[src/rtl/core/hashed_position_table_macros.svh]
// assertion helpers shared by the checking code of the table
`ifndef HASHED_POSITION_TABLE_MACROS_SVH
`define HASHED_POSITION_TABLE_MACROS_SVH

// condition holds in the same cycle
`define HPT_ASSERT_NOW(label, pre, post, msg) \
	label: assert property (@(posedge clk) disable iff (!arst_n) (pre) |-> (post)) \
		else $error(msg);

// condition holds in the cycle after the precondition
`define HPT_ASSERT_NEXT(label, pre, post, msg) \
	label: assert property (@(posedge clk) disable iff (!arst_n) (pre) |=> (post)) \
		else $error(msg);

`endif

[src/rtl/core/hpt_pkg.sv]
package hpt_pkg;

	localparam int TABLE_SLOTS = 1024;
	localparam int SLOT_BITS   = $clog2(TABLE_SLOTS);
	localparam int NUM_W       = SLOT_BITS + 1;
	localparam int MUL_W       = 32 + NUM_W;
	localparam int SUM_W       = MUL_W + 1;
	localparam int Q_DEPTH     = 4;
	localparam int Q_PTR_W     = $clog2(Q_DEPTH);
	localparam int Q_CNT_W     = $clog2(Q_DEPTH + 1);
	localparam int CFG_IDX_W   = 2;
	localparam int CFG_DATA_W  = 15;

	localparam logic [CFG_IDX_W-1:0] REG_ENTRIES = 2'd0;
	localparam logic [CFG_IDX_W-1:0] REG_AGE     = 2'd1;
	localparam logic [CFG_IDX_W-1:0] REG_THRESH  = 2'd2;

	localparam logic REQ_WRITE = 1'b0;
	localparam logic REQ_PROBE = 1'b1;

	localparam logic [NUM_W-1:0] ENTRIES_RESET = NUM_W'(1024);
	localparam logic [14:0]      THRESH_RESET  = 15'd31000;

	typedef struct packed {
		logic               req_type;
		logic [63:0]        position_key;
		logic [7:0]         ply;
		logic [15:0]        best_move;
		logic signed [15:0] eval_score;
		logic [7:0]         search_depth;
		logic [1:0]         bound_kind;
	} req_t;

	typedef struct packed {
		logic               hit;
		logic signed [15:0] found_score;
		logic [15:0]        found_move;
		logic [7:0]         found_depth;
		logic [1:0]         found_kind;
		logic [5:0]         found_age;
	} rsp_t;

	typedef struct packed {
		logic [15:0]        move;
		logic signed [15:0] score;
		logic [7:0]         depth;
		logic [1:0]         kind;
		logic [5:0]         age;
	} payload_t;

	// one classified request between front and back
	typedef struct packed {
		logic                 req_type;
		logic [63:0]          position_key;
		logic [7:0]           ply;
		logic [SLOT_BITS-1:0] slot;
		payload_t             payload;
	} job_t;

	typedef struct packed {
		logic        valid;
		logic [63:0] key;
		payload_t    payload;
	} entry_t;

	typedef struct packed {
		logic               valid;
		logic [Q_CNT_W-1:0] level;
	} q_status_t;

	typedef enum logic [1:0] {
		BK_CLEAR,
		BK_IDLE,
		BK_LOOK,
		BK_FIN
	} back_state_t;

	function automatic logic is_win(logic signed [15:0] s, logic [14:0] thr);
		logic signed [16:0] a;
		logic signed [16:0] b;
		a = {s[15], s};
		b = {2'b00, thr};
		return a >= b;
	endfunction

	function automatic logic is_lose(logic signed [15:0] s, logic [14:0] thr);
		logic signed [16:0] a;
		logic signed [16:0] b;
		a = {s[15], s};
		b = -{2'b00, thr};
		return a <= b;
	endfunction

	function automatic logic signed [15:0] add_ply(logic signed [15:0] s, logic [7:0] ply);
		logic signed [15:0] p;
		p = {8'h00, ply};
		return s + p;
	endfunction

	function automatic logic signed [15:0] sub_ply(logic signed [15:0] s, logic [7:0] ply);
		logic signed [15:0] p;
		p = {8'h00, ply};
		return s - p;
	endfunction

endpackage

[src/rtl/core/hpt_queue.sv]
module hpt_queue import hpt_pkg::*; (
	input  logic      clk,
	input  logic      arst_n,
	input  logic      push,
	input  job_t      push_data,
	input  logic      pop,
	output job_t      head,
	output q_status_t status
);

	job_t               slots_q [Q_DEPTH];
	logic [Q_PTR_W-1:0] wr_ptr_q;
	logic [Q_PTR_W-1:0] rd_ptr_q;
	logic [Q_CNT_W-1:0] level_q;

	assign head         = slots_q[rd_ptr_q];
	assign status.valid = (level_q != '0);
	assign status.level = level_q;

	always_ff @(posedge clk or negedge arst_n) begin
		if (!arst_n) begin
			wr_ptr_q <= '0;
			rd_ptr_q <= '0;
			level_q  <= '0;
		end else begin
			if (push) begin
				wr_ptr_q <= wr_ptr_q + 1'b1;
			end
			if (pop) begin
				rd_ptr_q <= rd_ptr_q + 1'b1;
			end
			if (push && !pop) begin
				level_q <= level_q + 1'b1;
			end else if (pop && !push) begin
				level_q <= level_q - 1'b1;
			end
		end
	end

	always_ff @(posedge clk) begin
		if (push) begin
			slots_q[wr_ptr_q] <= push_data;
		end
	end

endmodule

[config.mk]
export PLATFORM = sky130hd
export DESIGN_NAME = hpt_queue
export DESIGN_NICKNAME = d
export VERILOG_FILES = /design/src/rtl/core/hashed_position_table_macros.svh /design/src/rtl/core/hpt_pkg.sv /design/src/rtl/core/hpt_queue.sv
export SDC_FILE = /design/constraint.sdc
export NUM_CORES = 1
export LEC_CHECK = 0
export BUFFER_PORTS_ARGS = -buffer_cell sky130_fd_sc_hd__buf_4
export CAP_MARGIN = 10
export CORE_MARGIN = 1.5
export CORE_UTILIZATION = 35
export CTS_CLUSTER_DIAMETER = 120
export CTS_CLUSTER_SIZE = 25
export DETAILED_ROUTE_END_ITERATION = 16
export SETUP_SLACK_MARGIN = 0.5
export SYNTH_ARGS = -nofsm -noshare
export SYNTH_HDL_FRONTEND = slang
export SYNTH_SLANG_ARGS = --single-unit
[constraint.sdc]
create_clock -name clk -period 4.5 [get_ports clk]
set_input_delay 0.45 -clock clk [delete_from_list [all_inputs] [get_ports clk]]
set_output_delay 0.45 -clock clk [all_outputs]
set_load 0.05 [all_outputs]
; Word level (Yosys, flattened, before mapping)
; Memory sizes are Yosys's and may differ from the RTL's.
; Index checks and enable logic that the tools add are counted.
[word_totals]
reg_bits = 7
elab_cells = 18
n_memories = 1
mem_bits_rw = 524
inputBits = 135
output_inout_bits = 135
[memory_table]
columns = memory, depth, word_bits, read_ports, rd_ports_with_merged_regs, write_ports, line
row1 = slots_q, 4, 131, 1, 0, 1, hpt_queue.sv:11  ; job_t slots_q [Q_DEPTH];
[op_classes]
n_reduce_logical = 6
n_mux = 4
addsub = 4
[op_table]
columns = operator, count
row1 = 2-to-1 mux 3 bit, 2
row2 = "adder 2 x 1 -> 2 bit, second input constant", 2
row3 = "adder 3 x 1 -> 3 bit, second input constant", 1
row4 = nonzero test 3 bit, 1
row5 = "subtractor 3 x 1 -> 3 bit, second input constant", 1
row6 = logical AND 1 bit, 2
row7 = logical NOT 1 bit, 2
row8 = 2-to-1 mux 1 bit, 2
row9 = nonzero test 2 bit, 1

; Longest topological paths before layout
[logic_depth]
ltp_word = 4
mapped_depth = 7
ltp_nobuf = 7

; Worst setup path before layout
; OpenSTA, ideal clock, no wires.
[synth_path]
path_type = reg2reg
from = register wr_ptr_q[0]
to = memory slots_q[0][0] (netlist bit), enable pin
arrival_ps = 3626
setup_slack_ps = 369
required_time_ps = 3995
setup_time_ps = 505
stages_incl_launch_ff = 4
synth_period_minus_slack_ps = 4131
path_cell_list = dfrtp_1 inv_1 ha_1 and2_1
[synth_lines]
columns = item, line
row1 = "start, declared", hpt_queue.sv:12  ; logic [Q_PTR_W-1:0] wr_ptr_q;
row2 = "start signal, assigned", hpt_queue.sv:27  ; wr_ptr_q <= wr_ptr_q + 1'b1;
row3 = "end, declared", hpt_queue.sv:11
; Straight into the memory's write port.

==> impl_metrics.env <==
export IMPL_outcome="finished clean"
export IMPL_cp_max_fo=42
export IMPL_wire_per_inst_um=22.4
export IMPL_netlist_area_um2=19300
export IMPL_h_tree_depth=1
export IMPL_yosysUniqueCellTypes=18
export IMPL_yosysTopAreaCell="edfxtp_1"
export IMPL_ys_seq_elements=531
export IMPL_root_buffer="clkbuf_16"
export IMPL_synth_seq_area_share_pct=82.5
export IMPL_route_detailed_drc=0
export IMPL_cts_tree="yes"
export IMPL_clock_latency_ps=570
export IMPL_setup_viol=0
export IMPL_synth_ff_type="edfxtp_1"
export IMPL_dr_pass1_iters=5
export IMPL_cts_buffer_depth=3
export IMPL_worstMarginPinSlew_ps=930
export IMPL_first_iter_violations=418
export IMPL_first_global_vias=9019
export IMPL_cp_startpoint="rd_ptr_q[0]"
export IMPL_synthMostInstantiatedCell="edfxtp_1"
export IMPL_fill_cells=4648
export IMPL_wl_um=38300
export IMPL_hpwl_um=22900
export IMPL_vias=8316
export IMPL_finClkSkew_ps=21.2
export IMPL_place_inst=1673
export IMPL_coreArea_um2=54100
export IMPL_hold_violations=0
export IMPL_finalWorstSetupSlack_ps=1220
export IMPL_rr_endpoint="slots_q[0][45]"
export IMPL_whs_ps=58.6
export IMPL_nets=1146
export IMPL_clock_sinks=531
export IMPL_antenna_found_initial=3
export IMPL_clk_pin_slew_ps=100
export IMPL_die_w_um=238
export IMPL_ff_latch_area_um2=15900
export IMPL_endpoint="head[24]"
export IMPL_leakage_uw=0.00759
export IMPL_diodes=0
export IMPL_cts_setup_buffers=0
export IMPL_slew_limit_headroom_pct=38.0
export IMPL_cp_arrival_ps=2830
export IMPL_post_place_ws_ps=1730
export IMPL_ioPinCount=270
export IMPL_fmax_ghz=0.305
export IMPL_grt_overflow=0
export IMPL_timing_rr_start="wr_ptr_q[0]"
export IMPL_yosysWarnings=0
export IMPL_cp_data_required_time_ps=4050
export IMPL_die_area_um2=56500
export IMPL_synth_avg_cell_area_um2=26.8
export IMPL_r2r_setup_slack_ps=2240
export IMPL_start_kind="flop"
export IMPL_grt_max_degree=81
export IMPL_io_buffers=269
export IMPL_vias_per_cell=4.87
export IMPL_finalMaxSlewViolations=0
export IMPL_start_util_pct=35.6
export IMPL_area_delta_synth_final_pct=18.6
export IMPL_power_density_nw_per_um2=720
export IMPL_crit_type="flop to output pin"
export IMPL_peakVddDrop_v=0.000466
export IMPL_cts_made_buffers=25
export IMPL_async_reset_ff_share_pct=1.32
export IMPL_finalCriticalPeriod_ps=3280
export IMPL_max_cap_viol_count=0
export IMPL_synthTopCellsByCount="524 x edfxtp_1, 131 x mux4_2, 16 x buf_2"
export IMPL_num_rows=85
export IMPL_synth_edf_count=524
export IMPL_syn_nets=859
export IMPL_drive_above_1_share_pct=44.7
export IMPL_synthTopCellsByArea="edfxtp_1 82%, mux4_2 15%, dfrtp_1 0.91%, buf_6 0.53%, buf_2 0.42%"
export IMPL_rr_worst_depth=4
export IMPL_grtUsageTotal_pct=13.4
export IMPL_rsz0062_at_grt="false"
export IMPL_die_h_um=238
export IMPL_min_from="pop"
export IMPL_synth_top_area_share_pct=81.6
export IMPL_synthCells=718
export IMPL_min_path_type="primary input to flop"
export IMPL_worst_setup_path_end_kind="output pin"
export IMPL_final_period_utilization_pct=73.0
export IMPL_antenna_left=0
export IMPL_place_congestion=0.701
export IMPL_grt_first_pass_wirelength_um=56900
export IMPL_stdcell_count=1709
export IMPL_setup_tns_ps=0
export IMPL_multi_input_area_um2=3150
-- cells by family (layout without fill, tap and decap cells) --
kind of cell	Yosys count	in the layout	share of synthesized area, %
muxes	132	132	15.4
adders and majority gates	6	6	0.428
buffers and inverters	34	329	1.14
DFF	531	531	82.5
AOI/OAI and AO/OA	1	1	0.0259
and+or+nand+nor	8	8	0.221
xor gates and xnor gates	6	6	0.273
-- critical path, cell delays in order, from the launching register on --
cell and delay (ps):
dfrtp_4 1050, buf_4 410, mux4_2 570, buf_4 210
-- power breakdown --
part | internal (uW) | total, uW | switching (uW)
logic | 2430 | 7140 | 4710
registers | 6450 | 6830 | 382
clock network | 1040 | 2480 | 1450
-- registers in the layout (all words and copies together) (netlist names) --
name,count
slots_q,524
wr_ptr_q,2
rd_ptr_q,2
level_q,3
-- what timing repair did --
action	CTS	global route
setup endpoints to repair	0	0
endpoints found under the hold margin	7	0
hold buffers	1	0
gates resized for setup	0	0
-- cell type report --
| type | count | area share (%) |
|---|---|---|
| Inverter | 4 | 0.0657 |
| Timing Repair Buffer | 290 | 9.75 |
| Clock buffer | 34 | 2.88 |
| Multi-Input combinational cell | 153 | 13.8 |
| Sequential cell | 531 | 69.6 |
| Tap cell | 696 | 3.81 |
| Clock inverter | 1 | 0.0875 |
-- metrics by stage --
stage | area, um^2 | power, uW | util, %
finish | 22900 | 16500 | 42.2
global route | 22900 | 17200 | 42.2
CTS | 22900 | 16800 | 42.2
detailed placement | 22200 | 14300 | 41.0
global placement | 22200 | 14200 | 41.0
floorplan | 19300 | 12100 | -
-- metal layers --
| layer | vias to the layer above | share of wire (%) | track usage (%) |
|---|---|---|---|
| li1 | 3643 | - | - |
| met1 | 4451 | 42 | 17.4 |
| met2 | 180 | 50 | 22.8 |
| met3 | 36 | 6.3 | 3.89 |
| met4 | 6 | 1.5 | 2.24 |
| met5 | - | 0.094 | 0 |
-- worst min path at each step --
stage,to,slack [ps],depth (start not counted)
after CTS,rd_ptr_q[0],20,2
final,rd_ptr_q[0],60,2
after floorplan,level_q[0],150,0
after global placement,level_q[2],270,1
after detailed placement,level_q[2],270,1
after global routing,slots_q[3][19],30,1
-- layout by cell type, fill, tap and decap left out, types with 4 or more instances in the layout --
master / instances
xor2_1: 4
buf_4: 285
inv_1: 4
ha_1: 5
and2_4: 4
mux4_2: 131
clkbuf_1: 9
dfrtp_1: 5
edfxtp_1: 524
clkbuf_16: 25
buf_12: 4
Note: power is estimated with default switching activity, not from simulation.
