$ cat src/rtl/core/hashed_position_table_macros.svh
// assertion helpers shared by the checking code of the table
`ifndef HASHED_POSITION_TABLE_MACROS_SVH
`define HASHED_POSITION_TABLE_MACROS_SVH

// condition holds in the same cycle
`define HPT_ASSERT_NOW(label, pre, post, msg) \
	label: assert property (@(posedge clk) disable iff (!arst_n) (pre) |-> (post)) \
		else $error(msg);

// condition holds in the cycle after the precondition
`define HPT_ASSERT_NEXT(label, pre, post, msg) \
	label: assert property (@(posedge clk) disable iff (!arst_n) (pre) |=> (post)) \
		else $error(msg);

`endif

$ cat src/rtl/core/hpt_pkg.sv
package hpt_pkg;

	localparam int TABLE_SLOTS = 1024;
	localparam int SLOT_BITS   = $clog2(TABLE_SLOTS);
	localparam int NUM_W       = SLOT_BITS + 1;
	localparam int MUL_W       = 32 + NUM_W;
	localparam int SUM_W       = MUL_W + 1;
	localparam int Q_DEPTH     = 4;
	localparam int Q_PTR_W     = $clog2(Q_DEPTH);
	localparam int Q_CNT_W     = $clog2(Q_DEPTH + 1);
	localparam int CFG_IDX_W   = 2;
	localparam int CFG_DATA_W  = 15;

	localparam logic [CFG_IDX_W-1:0] REG_ENTRIES = 2'd0;
	localparam logic [CFG_IDX_W-1:0] REG_AGE     = 2'd1;
	localparam logic [CFG_IDX_W-1:0] REG_THRESH  = 2'd2;

	localparam logic REQ_WRITE = 1'b0;
	localparam logic REQ_PROBE = 1'b1;

	localparam logic [NUM_W-1:0] ENTRIES_RESET = NUM_W'(1024);
	localparam logic [14:0]      THRESH_RESET  = 15'd31000;

	typedef struct packed {
		logic               req_type;
		logic [63:0]        position_key;
		logic [7:0]         ply;
		logic [15:0]        best_move;
		logic signed [15:0] eval_score;
		logic [7:0]         search_depth;
		logic [1:0]         bound_kind;
	} req_t;

	typedef struct packed {
		logic               hit;
		logic signed [15:0] found_score;
		logic [15:0]        found_move;
		logic [7:0]         found_depth;
		logic [1:0]         found_kind;
		logic [5:0]         found_age;
	} rsp_t;

	typedef struct packed {
		logic [15:0]        move;
		logic signed [15:0] score;
		logic [7:0]         depth;
		logic [1:0]         kind;
		logic [5:0]         age;
	} payload_t;

	// one classified request between front and back
	typedef struct packed {
		logic                 req_type;
		logic [63:0]          position_key;
		logic [7:0]           ply;
		logic [SLOT_BITS-1:0] slot;
		payload_t             payload;
	} job_t;

	typedef struct packed {
		logic        valid;
		logic [63:0] key;
		payload_t    payload;
	} entry_t;

	typedef struct packed {
		logic               valid;
		logic [Q_CNT_W-1:0] level;
	} q_status_t;

	typedef enum logic [1:0] {
		BK_CLEAR,
		BK_IDLE,
		BK_LOOK,
		BK_FIN
	} back_state_t;

	function automatic logic is_win(logic signed [15:0] s, logic [14:0] thr);
		logic signed [16:0] a;
		logic signed [16:0] b;
		a = {s[15], s};
		b = {2'b00, thr};
		return a >= b;
	endfunction

	function automatic logic is_lose(logic signed [15:0] s, logic [14:0] thr);
		logic signed [16:0] a;
		logic signed [16:0] b;
		a = {s[15], s};
		b = -{2'b00, thr};
		return a <= b;
	endfunction

	function automatic logic signed [15:0] add_ply(logic signed [15:0] s, logic [7:0] ply);
		logic signed [15:0] p;
		p = {8'h00, ply};
		return s + p;
	endfunction

	function automatic logic signed [15:0] sub_ply(logic signed [15:0] s, logic [7:0] ply);
		logic signed [15:0] p;
		p = {8'h00, ply};
		return s - p;
	endfunction

endpackage

$ cat src/rtl/core/hpt_front.sv
module hpt_front import hpt_pkg::*; (
	input  logic             clk,
	input  logic             arst_n,
	input  logic             req_valid,
	output logic             req_ready,
	input  req_t             req,
	input  logic [NUM_W-1:0] entries,
	input  logic [5:0]       age,
	input  logic [14:0]      thresh,
	input  logic             enable,
	input  q_status_t        q_status,
	output logic             push,
	output job_t             push_data
);

	logic             v_s1;
	req_t             req_s1;
	payload_t         pay_s1;
	logic [MUL_W-1:0] lo_s1;
	logic [MUL_W-1:0] hi_s1;
	logic [NUM_W-1:0] n;
	logic             accept;
	logic signed [15:0] wr_score;
	logic [SUM_W-1:0] sum;

	// room for the stage in flight plus the new transaction
	assign req_ready = enable && (q_status.level <= Q_CNT_W'(Q_DEPTH - 2));
	assign accept    = req_valid && req_ready;

	assign n = (entries > NUM_W'(TABLE_SLOTS)) ? NUM_W'(TABLE_SLOTS) : entries;

	always_comb begin
		wr_score = req.eval_score;
		if (is_win(req.eval_score, thresh)) begin
			wr_score = add_ply(req.eval_score, req.ply);
		end else if (is_lose(req.eval_score, thresh)) begin
			wr_score = sub_ply(req.eval_score, req.ply);
		end
	end

	always_ff @(posedge clk or negedge arst_n) begin
		if (!arst_n) begin
			v_s1 <= 1'b0;
		end else begin
			v_s1 <= accept;
		end
	end

	// index is the top of key * n, split in two 32-bit halves
	always_ff @(posedge clk) begin
		if (accept) begin
			req_s1       <= req;
			pay_s1.move  <= req.best_move;
			pay_s1.score <= wr_score;
			pay_s1.depth <= req.search_depth;
			pay_s1.kind  <= req.bound_kind;
			pay_s1.age   <= age;
			lo_s1        <= MUL_W'(req.position_key[31:0]) * MUL_W'(n);
			hi_s1        <= MUL_W'(req.position_key[63:32]) * MUL_W'(n);
		end
	end

	assign sum = SUM_W'(hi_s1) + SUM_W'(lo_s1[MUL_W-1:32]);

	assign push                   = v_s1;
	assign push_data.req_type     = req_s1.req_type;
	assign push_data.position_key = req_s1.position_key;
	assign push_data.ply          = req_s1.ply;
	assign push_data.slot         = sum[32 +: SLOT_BITS];
	assign push_data.payload      = pay_s1;

endmodule

$ cat config.mk
export PLATFORM = sky130hd
export DESIGN_NAME = hpt_front
export DESIGN_NICKNAME = d
export VERILOG_FILES = /design/src/rtl/core/hashed_position_table_macros.svh /design/src/rtl/core/hpt_pkg.sv /design/src/rtl/core/hpt_front.sv
export SDC_FILE = /design/constraint.sdc
export NUM_CORES = 2
export LEC_CHECK = 0
export BUFFER_PORTS_ARGS = -buffer_cell sky130_fd_sc_hd__clkbuf_2
export CORE_MARGIN = 4
export CORE_UTILIZATION = 35
export CTS_CLUSTER_DIAMETER = 100
export DETAILED_ROUTE_END_ITERATION = 12
export GPL_TIMING_DRIVEN = 0
export PLACE_DENSITY = 0.57
export SYNTH_ARGS = -nofsm -noshare
export SYNTH_HDL_FRONTEND = slang
export SYNTH_SLANG_ARGS = --single-unit
$ cat constraint.sdc
create_clock -name clk -period 7.6 [get_ports clk]
set_input_delay 0.76 -clock clk [delete_from_list [all_inputs] [get_ports clk]]
set_output_delay 0.76 -clock clk [all_outputs]
set_load 0.05 [all_outputs]
After elaboration in Yosys (flattened, before gate mapping)

Index checks and enable logic that the tools add are counted.

Input port bits: 155
Bits in registers: 207
Output and inout port bits: 133
Logic and storage cells: 26

$mul: 2
Reductions and logical operators: 2
$add $sub $neg: 4
Magnitude comparators: 4
Mux-type cells: 3

Operator list:

| kind                                                                              | number |
|---|---|
| 32-bit by 11-bit multiplier with 43-bit output                                    | 1 |
| 42-bit by 11-bit adder with 42-bit output                                         | 1 |
| 32-bit by 11-bit multiplier with 42-bit output                                    | 1 |
| 16-bit two-way mux                                                                | 2 |
| 16-bit by 17-bit less-or-equal comparator with 1-bit output                       | 1 |
| 15-bit negation with 17-bit output                                                | 1 |
| 16-bit by 9-bit adder with 16-bit output                                          | 1 |
| 16-bit >= comparator                                                              | 1 |
| 16-bit by 9-bit subtractor with 16-bit output                                     | 1 |
| 11-bit greater-than comparator (second input constant)                            | 1 |
| 11-bit two-way mux                                                                | 1 |
| 3-bit by 2-bit less-or-equal comparator with 1-bit output (second input constant) | 1 |
| 1-bit logical AND                                                                 | 2 |

Depth between registers and ports, before layout

Word-level depth: 4
Gate-level depth with buffers: 26
Depth with buffers taken out: 22

Worst setup path after synthesis

No wires, ideal clock.

Path kind: input to register
Start: input port q_status[1] (netlist bit)
End: register hi_s1[0], enable pin
Required time: 7.047 ns
Library setup time: 0.553 ns
Stages: 2
Slack: 0.909 ns
Buffers on the path: 0
Data arrival time: 6.138 ns
Cell sequence: a211oi_1 > and2_1

Longest elaborated chain between the ends: 3

RTL lines:

| element                                                   | line            | RTL |
|---|---|---|
| from (decl)                                               | hpt_front.sv:11 | `input q_status_t q_status,` |
| 3-bit by 2-bit less-or-equal comparator with 1-bit output | hpt_front.sv:27 | `assign req_ready = enable && (q_status.level <= Q_CNT_W'(Q_DEPTH - 2));` |
| 1-bit logical AND                                         | hpt_front.sv:27 |  |
| 1-bit logical AND                                         | hpt_front.sv:28 | `assign accept = req_valid && req_ready;` |
| named net accept                                          | hpt_front.sv:22 | `logic accept;` |
| to (signal assigned)                                      | hpt_front.sv:59 | `hi_s1 <= MUL_W'(req.position_key[63:32]) * MUL_W'(n);` |
| to (decl)                                                 | hpt_front.sv:20 | `logic [MUL_W-1:0] hi_s1;` |

The timed path passes the listed nets, and every way through them passes these cells.
A chain may end at the register's enable or synchronous reset.

Worst setup path after layout

Start: input port entries[10]
End: register hi_s1[38] (data pin)

Longest elaborated chain between the ends: 3

RTL lines:

| element                                          | line            | RTL |
|---|---|---|
| from (decl)                                      | hpt_front.sv:7  | `input logic [NUM_W-1:0] entries,` |
| 11-bit greater-than comparator                   | hpt_front.sv:30 | `assign n = (entries > NUM_W'(TABLE_SLOTS)) ? NUM_W'(TABLE_SLOTS) : entries;` |
| 11-bit two-way mux *                             | hpt_front.sv:30 |  |
| 32-bit by 11-bit multiplier with 42-bit output * | hpt_front.sv:59 |  |

Every way passes the cells marked *; elsewhere a longest branch is shown, timed or not.

==> metrics <==
Critical Path Source Type=primary input; Mapped Area=0.0290 mm2; WHS=413 ps; Core ar.=0.0821 mm2; routed len/inst=18.6 um; initial antenna violation count=3; number of synthesized flops with an enable pin=174; final period utilization=0.962; HP Start=req[27]; fin area=around 0.033 mm2; Starting Density=0.353; worst path required time=7850 ps; die area=approximately 0.087 mm2; Slew headroom=0.207; RSZ-0062 raised after global routing=yes; Seq cells post-synth=175; Final Hold Fails=0; WS Path Type=primary input to register; Final setup viols=0; hold depth=1; via count=21,100; Fmax=roughly 140 MHz; Final Critical Period=about 7300 ps; Remaining DRCs=0; Via-to-Cell Ratio=4.78; CTS H-tree lvls=4; CP Capture Type=register; Max rail drop VDD=187 uV; DRT iter0 DRCs=1,161; Worst EP arrival=around 7600 ps; Worst Hold Path EP=push_data[33]; non-filler cells, final=roughly 4,400; post-placement cell count=4,386; Cell variety after synth=71; Hold Path Class=primary input to register; I/O pin total=288; num rows=105; PortBufs=286; met2 Use GR=0.313; Max Slew Vio Count=0; Die H=296 um; grt peak-use layer=met2; number of global-route vias before repair=22,400; Syn Nets=3,934; total power=6.89 mW; main flop type after synthesis=edfxtp_1; first-pass GRT wire length=129 mm; Total GRT Usage=0.195; CTS root buffer=clkbuf_16; maxcap violations=0; CTS tree=done; CTS buffer count=17; final global-route overflow total=0; GPL Wtd Cong=0.885; status=complete, no violations; placed inst area=0.0318 mm2; die width=296 um; ratio of cells with drive above 1 in the final layout=0.112; critical-path maximum fanout=12; fill count=8,235; GRT met1 Usage=0.262; largest net degree at the start of global routing=63; sequential-to-total area share from yosys stat=0.181; routing usage on met3=0.0450; clock slew at reported path FFs=80 ps; final net count=between 4,000 and 5,000; final WL=between 80 and 90 mm; # Post-CTS Setup Buffers=0; area grow syn2layout=12.1%; Least-Margin Pin Slew=1190 ps; PwrDens=around 210 mW/mm2; clock sink count=approximately 180; Synth async-reset ratio=0.00571; synthesized area per cell=9.58 um2; Yosys warning count=0; antenna viol nets, final=0; leak pwr=15.8 nW; Detailed Routing Iterations Pass 1=8; Detailed Place HPWL=68.2 mm; CTS Buffer Depth=2; post-synthesis instance total=3,027
-- sequential cells by signal, summed over array words and instances, names as in the netlist --
| register | cells |
|---|---|
| push | 1 |
| hi_s1 | 42 |
| lo_s1 | 11 |
| push_data | 121 |
-- metal layers --
metal	part of all wire	vias up
met5	0.00015	-
met4	0.027	2
met3	0.071	102
met2	0.46	586
met1	0.44	10600
li1	-	9860
-- where the power goes --
| part | internal, mW | switching (mW) |
|---|---|---|
| logic | 1.86 | 2.80 |
| clock network | 0.436 | 0.476 |
| registers | 1.29 | 0.0282 |
-- layout by cell type, fill, tap and decap left out, types with 6 or more instances in the layout --
| cell | synthesis | routed |
|---|---|---|
| nor2_1 | 52 | 52 |
| and2_1 | 376 | 375 |
| and3_1 | 13 | 13 |
| o21ai_0 | 42 | 41 |
| edfxtp_1 | 174 | 174 |
| or3_1 | 7 | 7 |
| nand4_1 | 22 | 22 |
| a21o_1 | 45 | 45 |
| nor3_1 | 17 | 17 |
| nand3_1 | 38 | 38 |
| inv_1 | 647 | 647 |
| a211oi_1 | 9 | 9 |
| ha_1 | 214 | 214 |
| o21bai_1 | 9 | 9 |
| o21a_1 | 9 | 9 |
| nor2b_1 | 20 | 19 |
| fa_1 | 538 | 538 |
| a21oi_1 | 69 | 69 |
| a31oi_1 | 11 | 10 |
| nand2_1 | 393 | 393 |
| xor2_1 | 21 | 21 |
| clkbuf_2 | 0 | 317 |
| o211ai_1 | 6 | 6 |
| nor4_1 | 8 | 8 |
| clkbuf_1 | 153 | 116 |
| clkbuf_16 | 0 | 17 |
| xnor2_1 | 55 | 55 |
-- critical path, cell delays in order --
cell,delay [ps]
clkbuf_2,240
nor2b_1,320
clkbuf_4,370
clkbuf_1,560
and2_1,250
fa_1,420
fa_1,570
fa_1,430
fa_1,490
inv_1,50
fa_1,530
inv_1,60
ha_1,390
and3_1,230
nand2_1,100
nor2_1,180
nand4_1,240
a311oi_2,430
o22ai_1,240
o22ai_1,320
mux2i_1,220
o311ai_1,110
-- worst max path at each step --
| stage | startpoint | to | slack [ps] | cells after the start |
|---|---|---|---|---|
| after floorplan | q_status[1] | hi_s1[0] | 910 | 2 |
| after global placement | entries[10] | lo_s1[40] | -1710 | 24 |
| after detailed placement | entries[10] | lo_s1[42] | -1740 | 23 |
| after CTS | entries[10] | lo_s1[42] | 90 | 23 |
| after global routing | entries[10] | hi_s1[38] | -2 | 23 |
| final | entries[10] | hi_s1[38] | 290 | 22 |
-- synth_stat cells, types with 4 or more instances --
master / n / share of area
nand3_1: 38 / 0.0066
nor2b_1: 20 / 0.0043
a31oi_1: 11 / 0.0024
nand2b_1: 5 / 0.0011
clkbuf_1: 153 / 0.020
nor4_1: 8 / 0.0017
o21bai_1: 9 / 0.0023
nor3_1: 17 / 0.0029
o21a_1: 9 / 0.0023
and3_1: 13 / 0.0028
inv_1: 647 / 0.084
a21o_1: 45 / 0.012
edfxtp_1: 174 / 0.18
fa_1: 538 / 0.37
or3_1: 7 / 0.0015
a21oi_1: 69 / 0.012
and2_1: 376 / 0.081
xor2_1: 21 / 0.0063
o211ai_1: 6 / 0.0016
nand4_1: 22 / 0.0047
o41ai_1: 4 / 0.0012
xnor2_1: 55 / 0.017
nand2_1: 393 / 0.051
mux2i_1: 4 / 0.0014
ha_1: 214 / 0.092
o21ai_1: 4 / 0.00069
nor2_1: 52 / 0.0067
a211oi_1: 9 / 0.0023
o21ai_0: 42 / 0.0073
-- cells by family (layout without fill, tap and decap cells) --
family / Yosys count / in the layout / synth area share
flip-flops: 175 / 175 / 0.181
multiplexers: 4 / 4 / 0.00138
AND/OR/NAND/NOR: 966 / 966 / 0.169
AO/OA/AOI/OAI: 251 / 251 / 0.0577
buffers and inverters: 803 / 1124 / 0.104
XOR/XNOR: 76 / 76 / 0.0230
other: 0 / 4 / 0
adder cells (fa/ha/maj): 752 / 752 / 0.464
-- stage by stage --
| stage | util | setup TNS (ps) | worst slack [ps] |
|---|---|---|---|
| detailed placement | 0.388 | -29030 | -1740 |
| finish | 0.396 | 0 | 288 |
| floorplan | - | 0 | 909 |
| global placement | 0.387 | -66660 | -1710 |
| CTS | 0.395 | 0 | 89.1 |
| global route | 0.396 | -1.56 | -1.56 |
-- repair_timing --
item | in CTS | in global routing
setup endpoints to repair | 25 | 11
resized for setup | 23 | 44
hold buffers | 1 | 0
pin swaps | 0 | 0
gates cloned | 0 | 0
endpoints found under the hold margin | 1 | 0
-- layout make-up --
| class | instances | area (um2) | share of cell area |
|---|---|---|---|
| Timing Repair Buffer | 290 | 1520 | 0.0467 |
| Clock buffer | 18 | 429 | 0.0132 |
| Multi-Input combinational cell | 2049 | 20700 | 0.638 |
| Antenna cell | 4 | 10.0 | 0.000308 |
| Inverter | 647 | 2430 | 0.0747 |
| Tap cell | 1070 | 1340 | 0.0412 |
| Buffer | 155 | 642 | 0.0197 |
| Clock inverter | 14 | 143 | 0.00439 |
| Sequential cell | 175 | 5250 | 0.162 |
Note: power is estimated with default switching activity, not from simulation.
